==> config.mk <==
export PLATFORM = sky130hd
export DESIGN_NAME = fast_serial_byte_handshake
export DESIGN_NICKNAME = d
export VERILOG_FILES = /design/src/design/fsbh_pkg.sv /design/src/design/fast_serial_byte_handshake.sv
export SDC_FILE = /design/constraint.sdc
export NUM_CORES = 1
export LEC_CHECK = 0
export BUFFER_PORTS_ARGS = -buffer_cell sky130_fd_sc_hd__buf_2
export CORE_MARGIN = 4
export CORE_UTILIZATION = 42
export DETAILED_ROUTE_END_ITERATION = 16
export PLACE_DENSITY_LB_ADDON = 0.15
export SLEW_MARGIN = 10
export SYNTH_ARGS = -nofsm -noshare
export SYNTH_HDL_FRONTEND = slang
export SYNTH_SLANG_ARGS = --single-unit
==> constraint.sdc <==
create_clock -name i_clk -period 5.4 [get_ports i_clk]
set_input_delay 1.08 -clock i_clk [delete_from_list [all_inputs] [get_ports i_clk]]
set_output_delay 1.08 -clock i_clk [all_outputs]
set_load 0.1 [all_outputs]
==> src/design/fsbh_pkg.sv <==
package fsbh_pkg;

    // Timebase ticks per microsecond and reset value of the DATA-wait timeout.
    localparam int unsigned TICKS_PER_US_DEF = 2;
    localparam logic [15:0] TIMEOUT_RESET    = 16'd2000;

    localparam int unsigned ELAPSED_W = 16;

    typedef enum logic [2:0] {
        PH_IDLE    = 3'd0,
        PH_RX_WAIT = 3'd1,
        PH_RX_RUN  = 3'd2,
        PH_TX_WAIT = 3'd3,
        PH_TX_RUN  = 3'd4,
        PH_TX_ACK  = 3'd5
    } t_phase;

    typedef enum logic [1:0] {
        ACT_TICK  = 2'd0,
        ACT_RX    = 2'd1,
        ACT_TX    = 2'd2,
        ACT_NONE  = 2'd3
    } t_action;

    typedef enum logic [1:0] {
        ST_OK      = 2'd0,
        ST_ATN     = 2'd1,
        ST_REFUSED = 2'd2,
        ST_TIMEOUT = 2'd3
    } t_status;

    // Count class of the byte being sent.
    localparam logic [1:0] CNT_NONE = 2'd0;
    localparam logic [1:0] CNT_LAST = 2'd1;
    localparam logic [1:0] CNT_MORE = 2'd2;

    // One result word; the last member sits in the lowest bits.
    typedef struct packed {
        logic       consume_byte;
        logic       received_eoi;
        logic [7:0] received_byte;
        t_status    status;
        logic       done_res;
        logic       busy_res;
        logic       data_drive;
        logic       clk_drive;
    } t_result;

endpackage

==> src/design/fast_serial_byte_handshake.sv <==
// Channel     Direction  Payload
// s_axis      in         tuser: action; tdata: line samples and byte to send
// m_axis      out        tdata: line drives, busy, done, status, received byte
// cfg         in         i_cfg_wr_data: DATA-wait timeout in ticks
//
// Every accepted request is one bus tick and yields one result in the same
// cycle into a two-entry output queue, so one request per clock is sustained while m_axis drains the queue.
// The sequencer state and the queue are the only registers on the path.
// s_axis_tready drops only when both queue entries hold unread results.
// Reset (synchronous, active low) returns the sequencer to idle with both
// lines released and the timeout at 2000 ticks.
module fast_serial_byte_handshake #(
    parameter int unsigned P_TICKS_PER_US = fsbh_pkg::TICKS_PER_US_DEF
) (
    input  logic        i_clk,
    input  logic        i_rst_n,
    input  logic        s_axis_tvalid,
    output logic        s_axis_tready,
    // [1:0] action
    input  logic [1:0]  s_axis_tuser,
    // [0] clk_level, [1] data_level, [2] atn_level, [10:3] send_byte,
    // [12:11] bytes_available, [13] can_accept, [15:14] zero
    input  logic [15:0] s_axis_tdata,
    output logic        m_axis_tvalid,
    input  logic        m_axis_tready,
    // [0] clk_drive, [1] data_drive, [2] busy_res, [3] done_res,
    // [5:4] status, [13:6] received_byte, [14] received_eoi, [15] consume_byte
    output logic [15:0] m_axis_tdata,
    input  logic        i_cfg_wr_en,
    input  logic [15:0] i_cfg_wr_data
);

    localparam int unsigned EW = fsbh_pkg::ELAPSED_W;

    localparam logic [EW-1:0] L_RX_P0  = EW'(14 * P_TICKS_PER_US);
    localparam logic [EW-1:0] L_RX_P1  = EW'(27 * P_TICKS_PER_US);
    localparam logic [EW-1:0] L_RX_P2  = EW'(38 * P_TICKS_PER_US);
    localparam logic [EW-1:0] L_RX_P3  = EW'(51 * P_TICKS_PER_US);
    localparam logic [EW-1:0] L_RX_EOI = EW'(64 * P_TICKS_PER_US);
    localparam logic [EW-1:0] L_RX_END = EW'(83 * P_TICKS_PER_US);
    localparam logic [EW-1:0] L_TX_P1  = EW'((33 * P_TICKS_PER_US) / 2);
    localparam logic [EW-1:0] L_TX_P2  = EW'((55 * P_TICKS_PER_US) / 2);
    localparam logic [EW-1:0] L_TX_P3  = EW'(39 * P_TICKS_PER_US);
    localparam logic [EW-1:0] L_TX_ST  = EW'(50 * P_TICKS_PER_US);
    localparam logic [EW-1:0] L_TX_REL = EW'(61 * P_TICKS_PER_US);
    localparam logic [EW-1:0] L_TX_END = EW'(65 * P_TICKS_PER_US);

    // Input fields.
    fsbh_pkg::t_action in_action;
    logic       in_clk;
    logic       in_dat;
    logic       in_atn;
    logic [7:0] in_byte;
    logic [1:0] in_avail;
    logic       in_accept;

    assign in_action = fsbh_pkg::t_action'(s_axis_tuser);
    assign in_clk    = s_axis_tdata[0];
    assign in_dat    = s_axis_tdata[1];
    assign in_atn    = s_axis_tdata[2];
    assign in_byte   = s_axis_tdata[10:3];
    assign in_avail  = s_axis_tdata[12:11];
    assign in_accept = s_axis_tdata[13];

    // Sequencer state.
    fsbh_pkg::t_phase r_phase, n_phase;
    logic [EW-1:0] r_elapsed, n_elapsed;
    logic [7:0]    r_shift, n_shift;
    logic          r_eoi, n_eoi;
    logic [1:0]    r_cnt_class, n_cnt_class;
    logic          r_acc_latch, n_acc_latch;
    logic          r_clk_out, n_clk_out;
    logic          r_data_out, n_data_out;
    logic [15:0]   r_timeout;

    // Output queue.
    fsbh_pkg::t_result r_buf [2];
    logic       r_wr_ptr;
    logic       r_rd_ptr;
    logic [1:0] r_q_cnt;

    fsbh_pkg::t_result n_res;
    logic          push;
    logic          pop;
    logic [EW-1:0] elapsed_inc;
    logic          rx_wait_hit;
    logic          tx_wait_hit;

    assign s_axis_tready = (r_q_cnt != 2'd2);
    assign push          = s_axis_tvalid && s_axis_tready;
    assign m_axis_tvalid = (r_q_cnt != 2'd0);
    assign pop           = m_axis_tvalid && m_axis_tready;
    assign m_axis_tdata  = r_buf[r_rd_ptr];

    assign elapsed_inc = (r_elapsed != {EW{1'b1}}) ? r_elapsed + EW'(1) : r_elapsed;

    always_ff @(posedge i_clk) begin
        if (!i_rst_n) begin
            r_timeout <= fsbh_pkg::TIMEOUT_RESET;
        end else if (i_cfg_wr_en) begin
            r_timeout <= i_cfg_wr_data;
        end
    end

    // Next phase.
    always_comb begin
        n_phase = r_phase;
        case (r_phase)
            fsbh_pkg::PH_IDLE: begin
                if (in_action == fsbh_pkg::ACT_RX) begin
                    n_phase = fsbh_pkg::PH_RX_WAIT;
                end else if (in_action == fsbh_pkg::ACT_TX) begin
                    n_phase = fsbh_pkg::PH_TX_WAIT;
                end
            end
            fsbh_pkg::PH_RX_WAIT: begin
                if (!in_atn) begin
                    n_phase = fsbh_pkg::PH_IDLE;
                end else if (in_clk) begin
                    n_phase = fsbh_pkg::PH_RX_RUN;
                end
            end
            fsbh_pkg::PH_RX_RUN: begin
                if (elapsed_inc >= L_RX_END && elapsed_inc != L_RX_P0
                        && elapsed_inc != L_RX_P1 && elapsed_inc != L_RX_P2
                        && elapsed_inc != L_RX_P3 && elapsed_inc != L_RX_EOI) begin
                    n_phase = fsbh_pkg::PH_IDLE;
                end
            end
            fsbh_pkg::PH_TX_WAIT: begin
                if (!in_atn) begin
                    n_phase = fsbh_pkg::PH_IDLE;
                end else if (in_dat) begin
                    n_phase = fsbh_pkg::PH_TX_RUN;
                end
            end
            fsbh_pkg::PH_TX_RUN: begin
                if (elapsed_inc == L_TX_P1 || elapsed_inc == L_TX_P2
                        || elapsed_inc == L_TX_P3 || elapsed_inc == L_TX_ST) begin
                    n_phase = fsbh_pkg::PH_TX_RUN;
                end else if (elapsed_inc == L_TX_REL) begin
                    if (r_cnt_class != fsbh_pkg::CNT_LAST) begin
                        n_phase = fsbh_pkg::PH_TX_ACK;
                    end
                end else if (elapsed_inc >= L_TX_END) begin
                    n_phase = fsbh_pkg::PH_TX_ACK;
                end
            end
            fsbh_pkg::PH_TX_ACK: begin
                if (!in_atn || !in_dat || elapsed_inc >= r_timeout) begin
                    n_phase = fsbh_pkg::PH_IDLE;
                end
            end
            default: begin
                n_phase = fsbh_pkg::PH_IDLE;
            end
        endcase
    end

    assign rx_wait_hit = in_atn && in_clk;
    assign tx_wait_hit = in_atn && in_dat;

    // Datapath updates and the result word.
    always_comb begin
        n_elapsed   = r_elapsed;
        n_shift     = r_shift;
        n_eoi       = r_eoi;
        n_cnt_class = r_cnt_class;
        n_acc_latch = r_acc_latch;
        n_clk_out   = r_clk_out;
        n_data_out  = r_data_out;
        n_res       = '0;
        case (r_phase)
            fsbh_pkg::PH_IDLE: begin
                if (in_action == fsbh_pkg::ACT_RX) begin
                    n_acc_latch = in_accept;
                    n_shift     = '0;
                    n_eoi       = 1'b0;
                    n_elapsed   = '0;
                    n_data_out  = 1'b1;
                end else if (in_action == fsbh_pkg::ACT_TX) begin
                    // A count of three is treated as more to follow.
                    n_cnt_class = (in_avail == fsbh_pkg::CNT_NONE) ? fsbh_pkg::CNT_NONE :
                                  (in_avail == fsbh_pkg::CNT_LAST) ? fsbh_pkg::CNT_LAST :
                                  fsbh_pkg::CNT_MORE;
                    n_shift     = (in_avail != fsbh_pkg::CNT_NONE) ? in_byte : 8'd0;
                    n_eoi       = 1'b0;
                    n_elapsed   = '0;
                    n_clk_out   = 1'b1;
                end
            end
            fsbh_pkg::PH_RX_WAIT: begin
                if (!in_atn) begin
                    n_res.done_res = 1'b1;
                    n_res.status   = fsbh_pkg::ST_ATN;
                end else if (rx_wait_hit) begin
                    n_elapsed = '0;
                end
            end
            fsbh_pkg::PH_RX_RUN: begin
                n_elapsed = elapsed_inc;
                if (elapsed_inc == L_RX_P0) begin
                    n_shift = r_shift | {2'b0, ~in_dat, ~in_clk, 4'b0};
                end else if (elapsed_inc == L_RX_P1) begin
                    n_shift = r_shift | {~in_dat, ~in_clk, 6'b0};
                end else if (elapsed_inc == L_RX_P2) begin
                    n_shift = r_shift | {4'b0, ~in_clk, 1'b0, ~in_dat, 1'b0};
                end else if (elapsed_inc == L_RX_P3) begin
                    n_shift = r_shift | {5'b0, ~in_clk, 1'b0, ~in_dat};
                end else if (elapsed_inc == L_RX_EOI) begin
                    n_eoi      = in_clk;
                    n_data_out = 1'b0;
                end else if (elapsed_inc >= L_RX_END) begin
                    n_res.done_res      = 1'b1;
                    n_res.status        = r_acc_latch ? fsbh_pkg::ST_OK
                                                      : fsbh_pkg::ST_REFUSED;
                    n_res.received_byte = r_shift;
                    n_res.received_eoi  = r_eoi;
                end
            end
            fsbh_pkg::PH_TX_WAIT: begin
                if (!in_atn) begin
                    n_res.done_res = 1'b1;
                    n_res.status   = fsbh_pkg::ST_ATN;
                end else if (tx_wait_hit) begin
                    n_elapsed  = '0;
                    n_clk_out  = r_shift[0];
                    n_data_out = r_shift[1];
                end
            end
            fsbh_pkg::PH_TX_RUN: begin
                n_elapsed = elapsed_inc;
                if (elapsed_inc == L_TX_P1) begin
                    n_clk_out  = r_shift[2];
                    n_data_out = r_shift[3];
                end else if (elapsed_inc == L_TX_P2) begin
                    n_clk_out  = r_shift[4];
                    n_data_out = r_shift[5];
                end else if (elapsed_inc == L_TX_P3) begin
                    n_clk_out  = r_shift[6];
                    n_data_out = r_shift[7];
                end else if (elapsed_inc == L_TX_ST) begin
                    // More: CLK low. Last: DATA low. No data: both released.
                    if (r_cnt_class == fsbh_pkg::CNT_MORE) begin
                        n_clk_out  = 1'b0;
                        n_data_out = 1'b1;
                    end else begin
                        n_clk_out  = 1'b1;
                        n_data_out = (r_cnt_class == fsbh_pkg::CNT_NONE);
                    end
                end else if (elapsed_inc == L_TX_REL) begin
                    if (r_cnt_class == fsbh_pkg::CNT_LAST) begin
                        n_data_out = 1'b1;
                    end else begin
                        n_elapsed = '0;
                    end
                end else if (elapsed_inc >= L_TX_END) begin
                    n_elapsed = '0;
                end
            end
            fsbh_pkg::PH_TX_ACK: begin
                if (!in_atn) begin
                    n_res.done_res = 1'b1;
                    n_res.status   = fsbh_pkg::ST_ATN;
                end else if (!in_dat) begin
                    n_res.done_res = 1'b1;
                    if (r_cnt_class != fsbh_pkg::CNT_NONE) begin
                        n_res.consume_byte = 1'b1;
                    end else begin
                        n_res.status = fsbh_pkg::ST_REFUSED;
                    end
                end else begin
                    n_elapsed = elapsed_inc;
                    if (elapsed_inc >= r_timeout) begin
                        n_res.done_res = 1'b1;
                        n_res.status   = fsbh_pkg::ST_TIMEOUT;
                    end
                end
            end
            default: begin
                n_res = '0;
            end
        endcase
        n_res.clk_drive  = n_clk_out;
        n_res.data_drive = n_data_out;
        n_res.busy_res   = (n_phase != fsbh_pkg::PH_IDLE);
    end

    always_ff @(posedge i_clk) begin
        if (!i_rst_n) begin
            r_phase     <= fsbh_pkg::PH_IDLE;
            r_elapsed   <= '0;
            r_shift     <= '0;
            r_eoi       <= 1'b0;
            r_cnt_class <= fsbh_pkg::CNT_NONE;
            r_acc_latch <= 1'b0;
            r_clk_out   <= 1'b1;
            r_data_out  <= 1'b1;
        end else if (push) begin
            r_phase     <= n_phase;
            r_elapsed   <= n_elapsed;
            r_shift     <= n_shift;
            r_eoi       <= n_eoi;
            r_cnt_class <= n_cnt_class;
            r_acc_latch <= n_acc_latch;
            r_clk_out   <= n_clk_out;
            r_data_out  <= n_data_out;
        end
    end

    always_ff @(posedge i_clk) begin
        if (push) begin
            r_buf[r_wr_ptr] <= n_res;
        end
    end

    always_ff @(posedge i_clk) begin
        if (!i_rst_n) begin
            r_wr_ptr <= 1'b0;
            r_rd_ptr <= 1'b0;
            r_q_cnt  <= 2'd0;
        end else begin
            if (push) begin
                r_wr_ptr <= ~r_wr_ptr;
            end
            if (pop) begin
                r_rd_ptr <= ~r_rd_ptr;
            end
            case ({push, pop})
                2'b10:   r_q_cnt <= r_q_cnt + 2'd1;
                2'b01:   r_q_cnt <= r_q_cnt - 2'd1;
                default: r_q_cnt <= r_q_cnt;
            endcase
        end
    end

    assert property (@(posedge i_clk) disable iff (!i_rst_n)
        r_q_cnt != 2'd3)
        else $error("output queue count out of range");

    assert property (@(posedge i_clk) disable iff (!i_rst_n)
        push && n_res.done_res |-> !n_res.busy_res)
        else $error("done result still marked busy");

    assert property (@(posedge i_clk) disable iff (!i_rst_n)
        push && n_res.status != fsbh_pkg::ST_OK |-> n_res.done_res)
        else $error("status set without done");

    assert property (@(posedge i_clk) disable iff (!i_rst_n)
        push && n_res.done_res |=> r_phase == fsbh_pkg::PH_IDLE)
        else $error("sequencer not idle after a finished transfer");

    assert property (@(posedge i_clk) disable iff (!i_rst_n)
        push && (n_res.consume_byte || n_res.received_eoi) |-> n_res.done_res)
        else $error("transfer result flags outside a done tick");

endmodule
==> reports/metrics.yaml <==
outcome: "finished, final reports clean"
drcViolationCount: 0
max-cap-violations: 0
p_sw_w: 0.000985
clkPwrFrac: 0.269
postCtsSetupRepairBufs: 0
die_w_um: 120
powerDensity_nw_per_um2: 397
grt_pass1_vias: 4314
worstPathCellList: "ha_1 > nand4_1 > or4_1 > mux2_4 > ha_1 > a21o_1 > a21o_1 > a21o_1 > a211oi_1 > o21ai_0 > a21o_1 > o211ai_1 > o21ai_0"
design_area_um2: 5860
syn2layout_area_growth_pct: 12.2
insertion_delay_ns: 0.35
cts_root_buf: "clkbuf_16"
crit_type: "reg -> reg"
power_leakage_nw: 2.34
r2r_slack_ns: 1.07
p_comb_frac: 0.369
ys_async_sr_fraction: 0
total_power_w: 0.00232
fin_skew_ns: 0.00978
r2r-start: "r_elapsed[0]"
seqPwrFrac: 0.362
synth.most_common_cell: "dfxtp_1"
slew_headroom: 0.268
ys_ff_latch: 86
slew_viol_final: 0
rsz0062_at_grt: "false"
ys_top_cells_by_count: "dfxtp_1 (54), nor2_1 (51), nand2_1 (47), a21oi_1 (45), edfxtp_1 (32)"
place.gp.congestion: 0.883
core_area_um2: 12100
die_height_um: 120
busiest_layer: "met2"
use_met1: 0.242
max_stage_delay_ns: 0.68
use_met3: 0.0434
startpoint: "r_elapsed[0]"
ys_seq_area_frac: 0.391
cts_tree: "built"
ctsResizeCount: 0
synth_top_area_cell: "dfxtp_1"
cts_buffers: 9
fin_setup_tns_ns: 0
grt_util_met2: 0.320
endpoint: "r_buf[0][3]"
synth_edf_count: 32
fmax_ghz: 0.231
crit_arrival_ns: 4.38
path_clk_slew_ns: 0.07
synth_nets: 652
ctsHtreeMaxLevel: 3
yosys.area.top_type_share: 0.207
fin_util: 0.484
grt_pass1_wl_mm: 21.9
worstMarginPinSlew_ns: 1.09
synth_cells: 593
switching_share: 0.424
antenna_found_initial: 0
r2r_cells: 13
rows: 40
dp_hpwl_mm: 9.63
vias_per_cell: 5.73
hold_class: "reg -> reg"
ys.warnings.count: 0
io_buffers: 54
drive_gt1_frac: 0.171
crit_path_end_kind: "flip-flop"
cts_sinks: 86
path_depth: 13
clock_path_buffers: 2
peakVddDrop_mv: 0.165
synthFlopType: "dfxtp_1"
post_drt_wl_per_cell_um: 16.6
nets: 681
grt_max_degree: 30
required_ns: 5.45
postPlaceCellArea_um2: 5560
min_period_ns: 4.33
die-area_um2: 14300
start_kind: "flip-flop"
synth_area_um2: 5220
crit_buf_inv: 0
drt-initial-drc-count: 275
cp_max_fo: 12
setup_viol: 0
critPathSlowestCell: "or4_1"
routed_wl_mm: 13.2
dr.pass1.iters: 5
cts_hold_buf: 0
syn_avg_cell_area_um2: 8.81
antenna_left: 0
vias: 4552
grt_usage: 0.191
timing.rr.end: "r_buf[0][3]"
num_io_pins: 57
min_period_over_period: 0.803
antenna_cells: 0
path_delay_family: "compound AO/OA/AOI/OAI gates"
cp_common_cell: "a21o_1"
yosysUniqueCellTypes: 69
grt_overflow: 0
initial_core_util: 0.431
hold_violations: 0
ys_top_cells_by_area: "dfxtp_1 (21%), edfxtp_1 (18%), ha_1 (4.8%), a21oi_1 (4.3%), mux2_2 (4.3%)"
p_int_w: 0.00134
holdWs_ns: 0.488
per-stage QoR:
step | worst slack [ns] | cells
after floorplan | 1.93 | 593
after detailed placement | 1.16 | 779
after global routing | 0.854 | 795
final | 1.07 | 795
after CTS | 1.12 | 795
after global placement | 1.20 | 779
tightest hold or removal path: cells and delay by family (launching register included):
kind	cells	cell delay [ns]
compound gates	1	0.07
flops	1	0.30
buf+inv	1	0.06
logic make-up after synthesis:
logic type | Yosys count | synth area share
fa+ha+maj | 20 | 0.0479
flops | 86 | 0.391
mux | 34 | 0.0709
buf+inv | 69 | 0.0537
xor+xnor | 8 | 0.0134
compound gates | 160 | 0.205
simple gates | 216 | 0.218
layout make-up:
class / count / area (um2)
fill: 1208 / 6250
multi-input combinational: 438 / 2900
sequential: 86 / 2040
timing repair buffer: 57 / 293
clock buffer: 9 / 225
tap: 168 / 210
inverter: 30 / 113
clock inverter: 7 / 75.1
layout by cell type, fill, tap and decap left out, types with 5 or more instances in the layout:
master     count
nor2_1        51
nor3_1        13
nand2b_1       8
inv_1         30
buf_2         54
dfxtp_1       54
a21oi_1       45
o211ai_1       9
or4_1          7
and2_1        14
edfxtp_1      32
or3_1          5
clkbuf_16      9
nor4_1         7
nand2_1       47
and3_1         9
a22o_1         9
ha_1          20
o21a_1         8
o21ai_0       27
xnor2_1        5
nand3_1       15
nand4_1       14
a31oi_1       10
a21o_1        10
mux2i_1       13
mux2_2        20
power groups by stage:
stage | Sequential (W) | Combinational (W) | Clock [W]
after floorplan | 0.000808 | 0.000756 | 0
after global placement | 0.000851 | 0.000852 | 0
after detailed placement | 0.000856 | 0.000860 | 0
after CTS | 0.000842 | 0.000864 | 0.000642
after global routing | 0.000855 | 0.000920 | 0.000673
final | 0.000841 | 0.000858 | 0.000626
how the worst min path moves through the flow:
| stage | start | end | slack [ns] | depth (start not counted) |
|---|---|---|---|---|
| final | r_timeout[9] | r_timeout[9] | 0.49 | 2 |
| after global routing | r_timeout[6] | r_timeout[6] | 0.51 | 2 |
| after CTS | r_eoi | r_eoi | 0.48 | 2 |
| after detailed placement | r_eoi | r_eoi | 0.48 | 2 |
| after global placement | r_shift[1] | r_shift[1] | 0.47 | 1 |
| after floorplan | r_shift[3] | r_shift[3] | 0.45 | 1 |
sequential cells by signal (all words and copies together) (netlist names), named ones only:
register and cells:
r_elapsed 16, r_timeout 16, r_wr_ptr 1, r_q_cnt 2
r_data_out 1, r_eoi 1, r_clk_out 1, r_phase 3
r_shift 8, r_buf 32, r_cnt_class 2, r_acc_latch 1
r_rd_ptr 1
layer usage:
layer | share of wire | wire length [um]
met1 | 0.44 | 5770
met2 | 0.49 | 6470
met3 | 0.056 | 738
met4 | 0.018 | 237
met5 | 0 | 0
No activity file was read; power rests on OpenSTA's default activity.
